### config.mk
export PLATFORM = sky130hd
export DESIGN_NAME = omni_wheel_drive_mixer_core
export DESIGN_NICKNAME = d
export VERILOG_FILES = /design/src/hw/rtl/owdm_pkg.sv /design/src/hw/rtl/owdm_front.sv /design/src/hw/rtl/owdm_queue.sv /design/src/hw/rtl/owdm_back.sv /design/src/hw/rtl/omni_wheel_drive_mixer_core.sv
export SDC_FILE = /design/constraint.sdc
export NUM_CORES = 2
export LEC_CHECK = 0
export ABC_AREA = 1
export BUFFER_PORTS_ARGS = -buffer_cell sky130_fd_sc_hd__clkbuf_2
export CORE_MARGIN = 4
export CORE_UTILIZATION = 61
export CTS_CLUSTER_DIAMETER = 30
export DETAILED_ROUTE_END_ITERATION = 7
export GPL_ROUTABILITY_DRIVEN = 0
export GPL_TIMING_DRIVEN = 0
export PLACE_DENSITY = 0.89
export SLEW_MARGIN = 20
export SYNTH_ARGS = -nofsm -noshare
export SYNTH_HDL_FRONTEND = slang
export SYNTH_SLANG_ARGS = --single-unit
### constraint.sdc
create_clock -name clk_i -period 11.8 [get_ports clk_i]
set_clock_uncertainty 0.15 [all_clocks]
set_input_delay 1.77 -clock clk_i [delete_from_list [all_inputs] [get_ports clk_i]]
set_output_delay 1.77 -clock clk_i [all_outputs]
set_load 0.05 [all_outputs]
### src/hw/rtl/owdm_pkg.sv
// Shared types, constants and the sine table of the omni-wheel drive mixer.
// Used by owdm_front, owdm_queue, owdm_back and omni_wheel_drive_mixer_core.
package owdm_pkg;

  // Wheel count: default and the most the job record carries
  localparam int unsigned MotorCountDef = 4;
  localparam int unsigned MaxMotors     = 4;

  // Port field widths
  localparam int unsigned HeadW  = 9;
  localparam int unsigned SpeedW = 7;
  localparam int unsigned TurnW  = 8;
  localparam int unsigned IdxW   = 2;
  localparam int unsigned ValueW = 13;
  localparam int unsigned ModeW  = 3;

  // Internal widths
  localparam int unsigned MagW   = 10;          // sine magnitude, 0..1000
  localparam int unsigned BaseW  = 11;          // translation scale magnitude
  localparam int unsigned SpinW  = 12;          // signed rotation term
  localparam int unsigned ProdW  = MagW + BaseW;
  localparam int unsigned QuoW   = 12;          // quotient bits, covers any base
  localparam int unsigned ScaleW = 18;          // operand of the /100 reciprocal

  localparam int unsigned QueueDepth = 2;

  // align_mode codes
  localparam logic [ModeW-1:0] ModeAroundBall = 3'd0;
  localparam logic [ModeW-1:0] ModeNoTurn     = 3'd3;
  localparam logic [ModeW-1:0] ModeReset      = 3'd2;

  // Angles in degrees
  localparam int unsigned QuarterDeg = 90;
  localparam int unsigned HalfDeg    = 180;
  localparam int unsigned ThreeQDeg  = 270;
  localparam int unsigned FullDeg    = 360;

  // Scaling
  localparam int unsigned Percent   = 100;
  localparam int unsigned FullScale = 923;
  localparam int          Deadband  = 1125;
  localparam int          DriveMax  = (1 <<< (ValueW - 1)) - 1;
  localparam int          DriveMin  = -(1 <<< (ValueW - 1));

  // Around-ball: wheels below this index are zeroed, this one is tripled
  localparam logic [IdxW-1:0] AroundBoostWheel = 2'd2;

  // ceil(2^24/100): exact truncating /100 for operands below 199728
  localparam logic [ScaleW-1:0] Recip100 = 18'd167773;
  localparam int unsigned       RecipShift = 24;

  // Quarter-wave sine, 0..90 degrees, scaled to 1000
  localparam logic [MagW-1:0] QuarterSine [QuarterDeg+1] = '{
    10'd0,   10'd17,  10'd34,  10'd52,  10'd69,  10'd87,  10'd104, 10'd121, 10'd139,
    10'd156, 10'd173, 10'd190, 10'd207, 10'd224, 10'd241, 10'd258, 10'd275, 10'd292,
    10'd309, 10'd325, 10'd342, 10'd358, 10'd374, 10'd390, 10'd406, 10'd422, 10'd438,
    10'd453, 10'd469, 10'd484, 10'd499, 10'd515, 10'd529, 10'd544, 10'd559, 10'd573,
    10'd587, 10'd601, 10'd615, 10'd629, 10'd642, 10'd656, 10'd669, 10'd681, 10'd694,
    10'd707, 10'd719, 10'd731, 10'd743, 10'd754, 10'd766, 10'd777, 10'd788, 10'd798,
    10'd809, 10'd819, 10'd829, 10'd838, 10'd848, 10'd857, 10'd866, 10'd874, 10'd882,
    10'd891, 10'd898, 10'd906, 10'd913, 10'd920, 10'd927, 10'd933, 10'd939, 10'd945,
    10'd951, 10'd956, 10'd961, 10'd965, 10'd970, 10'd974, 10'd978, 10'd981, 10'd984,
    10'd987, 10'd990, 10'd992, 10'd994, 10'd996, 10'd997, 10'd998, 10'd999, 10'd999,
    10'd1000
  };

  // One command, classified and scaled, waiting for the wheel loop
  typedef struct packed {
    logic [MaxMotors-1:0][MagW-1:0] sine_mag;
    logic [MaxMotors-1:0]           sine_neg;
    logic [MagW-1:0]                peak;
    logic [BaseW-1:0]               base_mag;
    logic                           base_neg;
    logic signed [SpinW-1:0]        spin;
    logic                           around;
  } job_t;

  // Truncating divide by 100 through a reciprocal multiply
  function automatic logic [QuoW-1:0] div100(input logic [ScaleW-1:0] m);
    logic [2*ScaleW-1:0] prod;
    prod = (2*ScaleW)'(m) * (2*ScaleW)'(Recip100);
    return prod[RecipShift +: QuoW];
  endfunction

endpackage

### src/hw/rtl/owdm_front.sv
// Front end of the drive mixer: takes commands, looks up wheel sines, finds
// the peak and computes the translation and rotation scales. Uses owdm_pkg.
module owdm_front import owdm_pkg::*; #(
  parameter int unsigned MOTOR_COUNT = MotorCountDef
) (
  input  logic                    clk_i,
  input  logic                    rst_ni,
  input  logic [ModeW-1:0]        mode_i,
  input  logic                    cmd_valid_i,
  output logic                    cmd_stall_o,
  input  logic [HeadW-1:0]        heading_i,
  input  logic [SpeedW-1:0]       drive_speed_i,
  input  logic signed [TurnW-1:0] turn_speed_i,
  output logic                    job_valid_o,
  input  logic                    job_full_i,
  output job_t                    job_o
);

  // Sine of an angle 0..359: sign and magnitude from the quarter table
  function automatic logic [MagW:0] sine_lookup(input logic [HeadW-1:0] d);
    logic [6:0] ix;
    logic       neg;
    if (d < HeadW'(QuarterDeg)) begin
      ix  = d[6:0];
      neg = 1'b0;
    end else if (d < HeadW'(HalfDeg)) begin
      ix  = 7'(HeadW'(HalfDeg) - d);
      neg = 1'b0;
    end else if (d < HeadW'(ThreeQDeg)) begin
      ix  = 7'(d - HeadW'(HalfDeg));
      neg = 1'b1;
    end else begin
      ix  = 7'(HeadW'(FullDeg) - d);
      neg = 1'b1;
    end
    return {neg, QuarterSine[ix]};
  endfunction

  logic en;
  logic vld1_q, vld2_q, vld3_q, vld4_q;

  // Pipe moves unless the last stage holds a job the queue cannot take
  assign en          = !(vld4_q && job_full_i);
  assign cmd_stall_o = !en;
  assign job_valid_o = vld4_q;

  always_ff @(posedge clk_i or negedge rst_ni) begin
    if (!rst_ni) begin
      vld1_q <= 1'b0;
      vld2_q <= 1'b0;
      vld3_q <= 1'b0;
      vld4_q <= 1'b0;
    end else if (en) begin
      vld1_q <= cmd_valid_i;
      vld2_q <= vld1_q;
      vld3_q <= vld2_q;
      vld4_q <= vld3_q;
    end
  end

  // Stage 1: capture and classify by mode
  logic [HeadW-1:0]        head1_q;
  logic [SpeedW-1:0]       speed1_q;
  logic signed [TurnW-1:0] turn1_q;
  logic                    around1_q;

  always_ff @(posedge clk_i) begin
    if (en) begin
      head1_q   <= heading_i;
      speed1_q  <= drive_speed_i;
      turn1_q   <= (mode_i == ModeNoTurn) ? '0 : turn_speed_i;
      around1_q <= (mode_i == ModeAroundBall);
    end
  end

  // Stage 2: wheel sines and the two percent products
  logic [HeadW-1:0]               hd;
  logic [MaxMotors-1:0][MagW-1:0] smag;
  logic [MaxMotors-1:0]           sneg;
  logic [TurnW-1:0]               tmag;
  logic signed [TurnW:0]          t100;
  logic [SpeedW-1:0]              t100_mag;

  assign hd = (head1_q >= HeadW'(FullDeg)) ? HeadW'(head1_q - HeadW'(FullDeg)) : head1_q;

  for (genvar g = 0; g < MaxMotors; g++) begin : g_wheel
    if (g < MOTOR_COUNT) begin : g_used
      localparam int unsigned Offs = QuarterDeg * (MOTOR_COUNT - 2 + 4 * g) / MOTOR_COUNT;
      logic signed [HeadW:0] dd;
      logic [HeadW-1:0]      d;
      assign dd = $signed({1'b0, hd}) - $signed((HeadW+1)'(Offs));
      assign d  = (dd < 0) ? HeadW'(dd + $signed((HeadW+1)'(FullDeg))) : HeadW'(dd);
      assign {sneg[g], smag[g]} = sine_lookup(d);
    end else begin : g_unused
      assign sneg[g] = 1'b0;
      assign smag[g] = '0;
    end
  end

  assign tmag     = turn1_q[TurnW-1] ? TurnW'(-turn1_q) : TurnW'(turn1_q);
  assign t100     = $signed((TurnW+1)'(Percent)) - $signed({1'b0, tmag});
  assign t100_mag = t100[TurnW] ? SpeedW'(-t100) : SpeedW'(t100);

  logic [MaxMotors-1:0][MagW-1:0] smag2_q;
  logic [MaxMotors-1:0]           sneg2_q;
  logic [2*SpeedW-1:0]            pb2_q;
  logic                           pbneg2_q;
  logic [TurnW+SpeedW-1:0]        ps2_q;
  logic                           psneg2_q;
  logic                           around2_q;

  always_ff @(posedge clk_i) begin
    if (en) begin
      smag2_q   <= smag;
      sneg2_q   <= sneg;
      pb2_q     <= (2*SpeedW)'(t100_mag) * (2*SpeedW)'(speed1_q);
      pbneg2_q  <= t100[TurnW];
      ps2_q     <= (TurnW+SpeedW)'(tmag) * (TurnW+SpeedW)'(speed1_q);
      psneg2_q  <= turn1_q[TurnW-1];
      around2_q <= around1_q;
    end
  end

  // Stage 3: peak magnitude, first /100
  logic [MagW-1:0] peak;
  logic [QuoW-1:0] qb, qs;

  always_comb begin
    peak = '0;
    for (int i = 0; i < MaxMotors; i++) begin
      if (smag2_q[i] > peak) peak = smag2_q[i];
    end
  end

  assign qb = div100(ScaleW'(pb2_q));
  assign qs = div100(ScaleW'(ps2_q));

  logic [MaxMotors-1:0][MagW-1:0] smag3_q;
  logic [MaxMotors-1:0]           sneg3_q;
  logic [MagW-1:0]                peak3_q;
  logic [TurnW-1:0]               qb3_q, qs3_q;
  logic                           pbneg3_q, psneg3_q, around3_q;

  always_ff @(posedge clk_i) begin
    if (en) begin
      smag3_q   <= smag2_q;
      sneg3_q   <= sneg2_q;
      peak3_q   <= peak;
      qb3_q     <= qb[TurnW-1:0];
      qs3_q     <= qs[TurnW-1:0];
      pbneg3_q  <= pbneg2_q;
      psneg3_q  <= psneg2_q;
      around3_q <= around2_q;
    end
  end

  // Stage 4: scale to motor units
  logic [MaxMotors-1:0][MagW-1:0] smag4_q;
  logic [MaxMotors-1:0]           sneg4_q;
  logic [MagW-1:0]                peak4_q;
  logic [ScaleW-1:0]              mb4_q, ms4_q;
  logic                           pbneg4_q, psneg4_q, around4_q;

  always_ff @(posedge clk_i) begin
    if (en) begin
      smag4_q   <= smag3_q;
      sneg4_q   <= sneg3_q;
      peak4_q   <= peak3_q;
      mb4_q     <= ScaleW'(qb3_q) * ScaleW'(FullScale);
      ms4_q     <= ScaleW'(qs3_q) * ScaleW'(FullScale);
      pbneg4_q  <= pbneg3_q;
      psneg4_q  <= psneg3_q;
      around4_q <= around3_q;
    end
  end

  // Second /100 feeds the queue write
  logic [QuoW-1:0] base_full, spin_full;

  assign base_full = div100(mb4_q);
  assign spin_full = div100(ms4_q);

  always_comb begin
    job_o.sine_mag = smag4_q;
    job_o.sine_neg = sneg4_q;
    job_o.peak     = peak4_q;
    job_o.base_mag = base_full[BaseW-1:0];
    job_o.base_neg = pbneg4_q;
    job_o.spin     = psneg4_q ? -$signed(SpinW'(spin_full[BaseW-1:0]))
                              : $signed(SpinW'(spin_full[BaseW-1:0]));
    job_o.around   = around4_q;
  end

endmodule

### src/hw/rtl/owdm_queue.sv
// Two-entry job queue between the drive mixer front and back ends.
// Uses owdm_pkg for the job record.
module owdm_queue import owdm_pkg::*; (
  input  logic clk_i,
  input  logic rst_ni,
  input  logic wr_i,
  input  job_t wr_data_i,
  output logic full_o,
  input  logic rd_i,
  output logic empty_o,
  output job_t rd_data_o
);

  localparam int unsigned PtrW = (QueueDepth > 1) ? $clog2(QueueDepth) : 1;
  localparam int unsigned CntW = $clog2(QueueDepth + 1);

  job_t            mem_q [QueueDepth];
  logic [PtrW-1:0] wr_ptr_q, rd_ptr_q;
  logic [CntW-1:0] cnt_q;
  logic            do_wr, do_rd;

  assign full_o    = (cnt_q == CntW'(QueueDepth));
  assign empty_o   = (cnt_q == '0);
  assign do_wr     = wr_i && !full_o;
  assign do_rd     = rd_i && !empty_o;
  assign rd_data_o = mem_q[rd_ptr_q];

  // Pointers and fill count
  always_ff @(posedge clk_i or negedge rst_ni) begin
    if (!rst_ni) begin
      wr_ptr_q <= '0;
      rd_ptr_q <= '0;
      cnt_q    <= '0;
    end else begin
      if (do_wr) begin
        wr_ptr_q <= (wr_ptr_q == PtrW'(QueueDepth - 1)) ? '0 : PtrW'(wr_ptr_q + 1'b1);
      end
      if (do_rd) begin
        rd_ptr_q <= (rd_ptr_q == PtrW'(QueueDepth - 1)) ? '0 : PtrW'(rd_ptr_q + 1'b1);
      end
      if (do_wr && !do_rd) begin
        cnt_q <= CntW'(cnt_q + 1'b1);
      end else if (do_rd && !do_wr) begin
        cnt_q <= CntW'(cnt_q - 1'b1);
      end
    end
  end

  // Storage
  always_ff @(posedge clk_i) begin
    if (do_wr) begin
      mem_q[wr_ptr_q] <= wr_data_i;
    end
  end

endmodule

### src/hw/rtl/owdm_back.sv
// Drive mixer back end (uses owdm_pkg): walks one job's wheels, one per cycle
// unless stalled, through a multiplier, a pipelined divider and the output stage.
module owdm_back import owdm_pkg::*; #(
  parameter int unsigned MOTOR_COUNT = MotorCountDef
) (
  input  logic                     clk_i,
  input  logic                     rst_ni,
  input  logic                     job_empty_i,
  input  job_t                     job_i,
  output logic                     job_pop_o,
  output logic                     drive_valid_o,
  input  logic                     drive_stall_i,
  output logic [IdxW-1:0]          wheel_index_o,
  output logic signed [ValueW-1:0] drive_value_o,
  output logic                     last_o
);

  localparam int unsigned StepsPerStage = 4;
  localparam int unsigned DivStages     = QuoW / StepsPerStage;
  localparam int unsigned WideW         = 16;

  // One wheel in flight through the divider
  typedef struct packed {
    logic [MagW-1:0]         rem;
    logic [QuoW-1:0]         num;
    logic [QuoW-1:0]         quo;
    logic [MagW-1:0]         peak;
    logic                    neg;
    logic signed [SpinW-1:0] spin;
    logic                    around;
    logic [IdxW-1:0]         idx;
    logic                    last;
  } dv_t;

  // Restoring division, a few quotient bits per stage
  function automatic dv_t div_steps(input dv_t s);
    dv_t           r;
    logic [MagW:0] trial;
    r = s;
    for (int j = 0; j < StepsPerStage; j++) begin
      trial = {r.rem, r.num[QuoW-1]};
      r.num = {r.num[QuoW-2:0], 1'b0};
      if (trial >= {1'b0, r.peak}) begin
        trial = trial - {1'b0, r.peak};
        r.quo = {r.quo[QuoW-2:0], 1'b1};
      end else begin
        r.quo = {r.quo[QuoW-2:0], 1'b0};
      end
      r.rem = trial[MagW-1:0];
    end
    return r;
  endfunction

  logic            en, issue, last_wheel;
  logic [IdxW-1:0] idx_q;
  logic            out_vld_q;

  assign en         = !out_vld_q || !drive_stall_i;
  assign issue      = en && !job_empty_i;
  assign last_wheel = (idx_q == IdxW'(MOTOR_COUNT - 1));
  assign job_pop_o  = issue && last_wheel;

  // Wheel counter
  always_ff @(posedge clk_i or negedge rst_ni) begin
    if (!rst_ni) begin
      idx_q <= '0;
    end else if (issue) begin
      idx_q <= last_wheel ? '0 : IdxW'(idx_q + 1'b1);
    end
  end

  // Issue: sine times base scale
  logic [ProdW-1:0] prod;
  dv_t              dv_in;

  assign prod = ProdW'(job_i.sine_mag[idx_q]) * ProdW'(job_i.base_mag);

  always_comb begin
    dv_in.rem    = MagW'(prod[ProdW-1:QuoW]);
    dv_in.num    = prod[QuoW-1:0];
    dv_in.quo    = '0;
    dv_in.peak   = job_i.peak;
    dv_in.neg    = job_i.sine_neg[idx_q] ^ job_i.base_neg;
    dv_in.spin   = job_i.spin;
    dv_in.around = job_i.around;
    dv_in.idx    = idx_q;
    dv_in.last   = last_wheel;
  end

  dv_t                dv_q  [DivStages+1];
  logic [DivStages:0] vld_q;

  always_ff @(posedge clk_i or negedge rst_ni) begin
    if (!rst_ni) begin
      vld_q <= '0;
    end else if (en) begin
      vld_q <= {vld_q[DivStages-1:0], issue};
    end
  end

  always_ff @(posedge clk_i) begin
    if (en) begin
      dv_q[0] <= dv_in;
    end
  end

  // Divider pipeline
  for (genvar k = 0; k < DivStages; k++) begin : g_div
    always_ff @(posedge clk_i) begin
      if (en) begin
        dv_q[k+1] <= div_steps(dv_q[k]);
      end
    end
  end

  // Sign, rotation term, around-ball rule, deadband and saturation
  dv_t                     fin;
  logic signed [QuoW+1:0]  qv, sum;
  logic signed [WideW-1:0] mixed, pushed;
  logic signed [ValueW-1:0] sat;

  assign fin = dv_q[DivStages];

  always_comb begin
    if (fin.peak == '0) begin
      qv = '0;
    end else if (fin.neg) begin
      qv = -$signed({2'b00, fin.quo});
    end else begin
      qv = $signed({2'b00, fin.quo});
    end
    sum = qv + (QuoW+2)'(fin.spin);
    if (fin.around && fin.idx < AroundBoostWheel) begin
      mixed = '0;
    end else if (fin.around && fin.idx == AroundBoostWheel) begin
      mixed = (WideW'(sum) <<< 1) + WideW'(sum);
    end else begin
      mixed = WideW'(sum);
    end
    if (mixed > 0) begin
      pushed = mixed + WideW'(Deadband);
    end else if (mixed < 0) begin
      pushed = mixed - WideW'(Deadband);
    end else begin
      pushed = '0;
    end
    if (pushed > WideW'(DriveMax)) begin
      sat = ValueW'(DriveMax);
    end else if (pushed < WideW'(DriveMin)) begin
      sat = ValueW'(DriveMin);
    end else begin
      sat = ValueW'(pushed);
    end
  end

  // Output register
  always_ff @(posedge clk_i or negedge rst_ni) begin
    if (!rst_ni) begin
      out_vld_q <= 1'b0;
    end else if (en) begin
      out_vld_q <= vld_q[DivStages];
    end
  end

  always_ff @(posedge clk_i) begin
    if (en) begin
      wheel_index_o <= fin.idx;
      drive_value_o <= sat;
      last_o        <= fin.last;
    end
  end

  assign drive_valid_o = out_vld_q;

endmodule

### src/hw/rtl/omni_wheel_drive_mixer_core.sv
// Omni-wheel drive mixer: one command (heading, speed, turn) in, one signed
// motor beat per wheel out, wheel 0 first, last set on the final wheel. The
// back end walks a command's wheels one a cycle unless the output stalls,
// through its single sine-by-scale multiplier and divider pipeline, and takes
// the next command only once the last wheel has issued. With the back end idle,
// a command passes four front stages (the first loaded at the edge that accepts
// it), the job queue, the multiply, three divider stages and the output register
// before its first beat is valid. The two-entry job queue lets the front take
// new commands while the back end is stalled. The user must write align_mode
// only while the block is idle; the block does not enforce it.
module omni_wheel_drive_mixer_core import owdm_pkg::*; #(
  parameter int unsigned MOTOR_COUNT = MotorCountDef
) (
  input  logic                     clk_i,
  input  logic                     rst_ni,
  input  logic                     align_mode_we_i,
  input  logic [ModeW-1:0]         align_mode_i,
  input  logic                     cmd_valid_i,
  output logic                     cmd_stall_o,
  input  logic [HeadW-1:0]         heading_i,
  input  logic [SpeedW-1:0]        drive_speed_i,
  input  logic signed [TurnW-1:0]  turn_speed_i,
  output logic                     drive_valid_o,
  input  logic                     drive_stall_i,
  output logic [IdxW-1:0]          wheel_index_o,
  output logic signed [ValueW-1:0] drive_value_o,
  output logic                     last_o
);

  // Mode register
  logic [ModeW-1:0] mode_q;

  always_ff @(posedge clk_i or negedge rst_ni) begin
    if (!rst_ni) begin
      mode_q <= ModeReset;
    end else if (align_mode_we_i) begin
      mode_q <= align_mode_i;
    end
  end

  job_t front_job, back_job;
  logic job_valid, job_full, job_empty, job_pop;

  owdm_front #(
    .MOTOR_COUNT(MOTOR_COUNT)
  ) u_front (
    .clk_i         (clk_i),
    .rst_ni        (rst_ni),
    .mode_i        (mode_q),
    .cmd_valid_i   (cmd_valid_i),
    .cmd_stall_o   (cmd_stall_o),
    .heading_i     (heading_i),
    .drive_speed_i (drive_speed_i),
    .turn_speed_i  (turn_speed_i),
    .job_valid_o   (job_valid),
    .job_full_i    (job_full),
    .job_o         (front_job)
  );

  owdm_queue u_queue (
    .clk_i     (clk_i),
    .rst_ni    (rst_ni),
    .wr_i      (job_valid),
    .wr_data_i (front_job),
    .full_o    (job_full),
    .rd_i      (job_pop),
    .empty_o   (job_empty),
    .rd_data_o (back_job)
  );

  owdm_back #(
    .MOTOR_COUNT(MOTOR_COUNT)
  ) u_back (
    .clk_i         (clk_i),
    .rst_ni        (rst_ni),
    .job_empty_i   (job_empty),
    .job_i         (back_job),
    .job_pop_o     (job_pop),
    .drive_valid_o (drive_valid_o),
    .drive_stall_i (drive_stall_i),
    .wheel_index_o (wheel_index_o),
    .drive_value_o (drive_value_o),
    .last_o        (last_o)
  );

endmodule
Word level (Yosys, flattened, before mapping)
Memory sizes are Yosys's and may differ from the RTL's. A register that Yosys moved wholly into a read port is not among the register bits.
Cells that the tools add are included.
{"block": "op_classes", "eq_ne": 4, "n_mul": 9, "order_cmp": 39, "bitwise_logic": 5, "n_reduce_logical": 24, "n_mux": 87, "add_sub_neg": 47}
{"operator": "$mux 10", "n": 29}
{"operator": "$ge 11x10->1", "n": 12}
{"operator": "$sub 10x10->10", "n": 12}
{"operator": "$mux 7", "n": 13}
{"operator": "$mul 18x18->35 const B", "n": 2}
{"operator": "$mux 16", "n": 4}
{"operator": "$mux 12", "n": 4}
{"operator": "$mux 9", "n": 5}
{"operator": "$lt 10x1->1 const B", "n": 4}
{"operator": "$add 9x9->9 const B", "n": 4}
{"operator": "$lt 9x7->1 const B", "n": 4}
{"operator": "$lt 9x8->1 const B", "n": 4}
{"operator": "$lt 9x9->1 const B", "n": 4}
{"operator": "$mul 8x10->18 const B", "n": 2}
{"operator": "$mul 14x18->32 const B", "n": 1}
{"operator": "$mul 15x18->32 const B", "n": 1}
{"operator": "$not 7->8", "n": 4}
{"operator": "$gt 10x10->1", "n": 3}
{"operator": "$mux 14", "n": 2}
{"operator": "$sub 6x7->7 const A", "n": 4}
{"operator": "$sub 7x6->7 const B", "n": 4}
{"operator": "$sub 7x7->7 const A", "n": 4}
{"operator": "$mux 1", "n": 23}
{"operator": "$mul 10x11->21", "n": 1}
{"operator": "other kinds (41)", "n": 65}
{"block": "totals", "mem_count": 6, "in_bits": 32, "mem_bits_rw": 402, "wordCells": 270, "rom_bits": 5120, "reg_bits": 261, "out_inout_bits": 18}
{"memory": "(no name shown)", "words": 128, "word_bits": 10, "rd": 1, "rd_ports_with_merged_regs": 1, "wr": 0, "line_no": "owdm_front.sv:36", "text": "return {neg, QuarterSine[ix]};"}
{"memory": "(no name shown)", "words": 128, "word_bits": 10, "rd": 1, "rd_ports_with_merged_regs": 1, "wr": 0, "line_no": "owdm_front.sv:36"}
{"memory": "(no name shown)", "words": 128, "word_bits": 10, "rd": 1, "rd_ports_with_merged_regs": 1, "wr": 0, "line_no": "owdm_front.sv:36"}
{"memory": "(no name shown)", "words": 128, "word_bits": 10, "rd": 1, "rd_ports_with_merged_regs": 1, "wr": 0, "line_no": "owdm_front.sv:36"}
{"memory": "u_back.dv_q", "words": 4, "word_bits": 61, "rd": 4, "rd_ports_with_merged_regs": 0, "wr": 4, "line_no": "owdm_back.sv:90", "text": "dv_t dv_q [DivStages+1];"}
{"memory": "u_queue.mem_q", "words": 2, "word_bits": 79, "rd": 1, "rd_ports_with_merged_regs": 0, "wr": 1, "line_no": "owdm_queue.sv:17", "text": "job_t mem_q [QueueDepth];"}

Depth between registers and ports, before layout
An unclocked memory read counts as a cell.
{"block": "logic_depth", "depth_word": 13, "depth_mapped": 62, "depth_no_buf": 59}

By module
Synthesis repeated with hierarchy kept, for this count alone.
{"block": "hier_totals", "cells_unflattened": 7865, "hier_area_um2": 70176.1}
{"mod": "owdm_front", "seq_area_each_um2": 8087.8, "area_per_inst_um2": 44502.7, "n_inst": 1, "cells_per_inst": 4994}
{"mod": "owdm_back", "seq_area_each_um2": 6211.0, "area_per_inst_um2": 19577.5, "n_inst": 1, "cells_per_inst": 2414}
{"mod": "owdm_queue", "seq_area_each_um2": 4844.6, "area_per_inst_um2": 5982.0, "n_inst": 1, "cells_per_inst": 444}
{"mod": "omni_wheel_drive_mixer_core", "seq_area_each_um2": 76.3, "area_per_inst_um2": 113.9, "n_inst": 1, "cells_per_inst": 13}

Least setup slack after synthesis
No wires, ideal clock.
{"block": "synth_timing", "kind": "register to register", "start": "memory u_back.dv_q[0][18] in the netlist's numbering", "end": "memory u_back.dv_q[1][52] in the netlist's numbering, data pin", "t_arrival_ps": 8515, "required_time_ps": 11386, "slack_ps": 2871, "period_less_slack_ps": 8929, "setup_time_ps": 264, "path_buffers": 3, "stages_incl_launch_ff": 58, "cell_sequence": "edfxtp_1 > inv_1 > ha_1 > nand3_1 > nand2_1 > nand2_1 > o211ai_1 > a21o_1 > a21oi_1 > o211ai_1 > mux2_2 > ha_1 > a21oi_1 > o21ai_1 > a21oi_1 > nor2_1 > nor2_1 > nor2_1 > [... 22 more ...] > clkbuf_1 > nand2_1 > o21ai_0 > ha_1 > nand2_1 > nor2_1 > a211oi_1 > o21ai_0 > a21oi_1 > nor2_1 > nor2_1 > o21ai_0 > nor2_1 > o21bai_1 > nand3b_1 > clkinv_1 > clkbuf_1 > o21ai_0"}
{"element": "start, declared", "line_no": "owdm_back.sv:90"}

==> results.toml <==
[min_path]
hold_path.class = "reg -> reg"
hold_depth = 0
hold_path_end = "u_front.job_o[39]"
hp-start = "u_front.smag3_q[0]"

[worst_setup_path]
crit_required_ns = 12.12
slowest_delay_ns = 0.53
cpMaxStageDelayCell = "edfxtp_1"
path_max_fanout = 10
cpMostUsedCell = "a21oi_1"
rrSetupSlack_ns = 0.48
worstSetupEndpointType = "flop"
critPathKind = "reg -> reg"
reg2reg_depth = 58
critPathLaunchType = "flop"
cp.arrival_ns = 11.63
r2r-end = "u_back.dv_q[2][52]"
rr_startpoint = "u_back.dv_q[1][18]"

[sta]
hold_violations = 0
relSlewSlack_pct = 27.12
fmax_ghz = 0.08835
slew_violations = 0
setup_violations = 0
finalCriticalPeriod_ns = 11.32
tightestPinTransition_ns = 1.079
final.period_utilization_pct = 95.93

[global_route]
grt_pass1_wl_um = 308300
grt_overflow = 0
grt_use_total_pct = 32.79
grt_pass1_vias = 60480
antenna_found_initial = 0
grt_max_degree = 100

[die]
core_area_um2 = 110800
initial_core_util_pct = 61.53
ios = 50
die_x_um = 342.3
dieArea_um2 = 117200
core.rowCount = 122
die_y_um = 342.3

[finish]
nNetsFinal = 9264
finalInstanceArea_um2 = 74980
diodes = 0
nFillCells = 7153
drive_gt1_share_pct = 6.957
area_delta_synth_final_pct = 9.963

[placement]
dp_hpwl_um = 131900
port_buffers = 49
placed_cell_area_um2 = 70630

[clock_network]
clock_latency_ns = 0.76
cts-htree-levels = 3
cts_buffers = 120
hold_buffers = 0
cts_tree = "built"
cts_root_buffer = "clkbuf_16"
cts.sinks = 643
clockBufferDepth = 3
clk_pin_slew_worst_paths_ns = 0.06

[synth]
ys_warn_count = 0
synthCells = 7423
synth_area_leaders = "edfxtp_1 28%, ha_1 18%, fa_1 18%"
yosys.area.top_type = "edfxtp_1"
synth-seq-cells = 643
synth-async-reset-ratio_pct = 2.799
synth.cell_area_um2 = 68180
syn-num-nets = 9073
synth-main-ff-cell = "edfxtp_1"
synth_top_area_share_pct = 27.53
synth_common_cells = "1404 x nand2_1, 1305 x inv_1, 999 x ha_1"
synth.most_common_cell = "nand2_1"
yosysUniqueCellTypes = 75
syn_area_per_cell_um2 = 9.185
synth_edf_count = 625
seq_area_frac_synth_pct = 28.19

[outcome]
status = "finished, violations left"
violations = "design-rule violations"

[drt]
vias_per_cell = 6.235
drt-initial-drc-count = 7885
drcViolationCount = 93
postRouteAntennaNets = 0
finalWirelength_um = 191800
wire_per_inst_um = 20.83
firstDrtPassIters = 8
vias = 57400

[job]
max_cap_viol_count = 0
[final cells by class]
type                            count  area, µm²  share of cell area, %
Sequential cell                   643      19220                  25.63
Tap cell                         1488       1862                  2.483
Multi-Input combinational cell   5308      43340                  57.81
Timing Repair Buffer               69      605.6                 0.8077
Inverter                         1363       5125                  6.835
Buffer                            109      545.5                 0.7276
Clock inverter                    104       1240                  1.654
Clock buffer                      123       3035                  4.049
[metal layers]
metal / GRT usage, % / up-vias / wire length, µm
met1: 35.62 / 26500 / 63440
met3: 8.439 / 1632 / 19770
met4: 24.20 / 0 / 17400
met5: 0 / - / 0
li1: - / 24710 / -
met2: 55.41 / 4561 / 91180
[flip-flops by register name (all words and copies together), names as in the netlist, 9 cells and up]
register and count:
u_front.smag3_q 40, u_front.pb2_q 13, u_front.peak3_q 10, u_front.mb4_q 18
u_front.job_o 40, u_front.ms4_q 18, u_front.head1_q 9, u_queue.mem_q 158
u_back.dv_q 185, u_front.smag2_q 40, u_front.peak4_q 10, u_back.drive_value_o 13
u_front.ps2_q 15
[cells by family (layout without fill, tap and decap cells)]
| kind of cell | Yosys count | in the layout | synth area share, % |
|---|---|---|---|
| simple gates | 2387 | 2387 | 14.72 |
| fa+ha+maj | 1618 | 1618 | 36.51 |
| buf+inv | 1472 | 1768 | 8.291 |
| compound gates | 1012 | 1012 | 8.397 |
| flops | 643 | 643 | 28.19 |
| xor+xnor | 284 | 284 | 3.791 |
| mux | 7 | 7 | 0.1101 |
[stage by stage]
| step | hold slack, ns | setup WS, ns | cells | setup TNS, ns | util (%) |
|---|---|---|---|---|---|
| final | 0.2234 | 0.4808 | 9207 | 0 | 67.65 |
| after global routing | 0.2226 | -0.05741 | 9207 | -0.07749 | 67.65 |
| after CTS | 0.2197 | 0.4947 | 9199 | 0 | 67.59 |
| after detailed placement | 0.2545 | 0.7382 | 8972 | 0 | 63.73 |
| after global placement | 0.2503 | 1.148 | 8960 | 0 | 63.43 |
| after floorplan | 0.2503 | 2.871 | 7423 | 0 | - |
[worst max path at each step]
stage	startpoint	to	slack (ns)	cells past startpoint
3_3_place_gp	u_back.dv_q[0][18]	u_back.dv_q[1][58]	1.15	57
6_report	u_back.dv_q[1][18]	u_back.dv_q[2][52]	0.48	58
4_1_cts	u_back.dv_q[1][18]	u_back.dv_q[2][52]	0.49	58
5_1_grt	u_back.dv_q[1][18]	u_back.dv_q[2][52]	-0.06	58
3_5_place_dp	u_back.dv_q[0][18]	u_back.dv_q[1][59]	0.74	57
2_1_floorplan	u_back.dv_q[0][18]	u_back.dv_q[1][52]	2.87	57
[critical path: cells and delay by family (launching register included)]
kind	cells	cell delay, ns
AO/OA/AOI/OAI	28	4.95
adder cells (fa/ha/maj)	4	1.39
buffers and inverters	7	1.33
flip-flops	1	0.53
multiplexers	1	0.40
AND/OR/NAND/NOR	18	2.25
[cell usage in the layout (no fill, tap or decap), types with 72 or more instances in the layout]
master,netlist,layout
fa_1,619,619
nor2_1,453,451
nand2_1,1404,1403
a21oi_1,389,389
o21ai_0,352,352
nand3_1,296,296
xnor2_1,72,72
inv_1,1305,1304
xor2_1,205,205
ha_1,999,999
edfxtp_1,625,625
clkbuf_16,0,121
[timing repair]
item | CTS | global route
buffers inserted | 0 | 8
resized for setup | 0 | 16
setup endpoints to repair | 0 | 21
endpoints found under the hold margin | 0 | 0
Power is not shown: default switching activity piles up to over one toggle a cycle in this logic, so the estimate is an artifact.
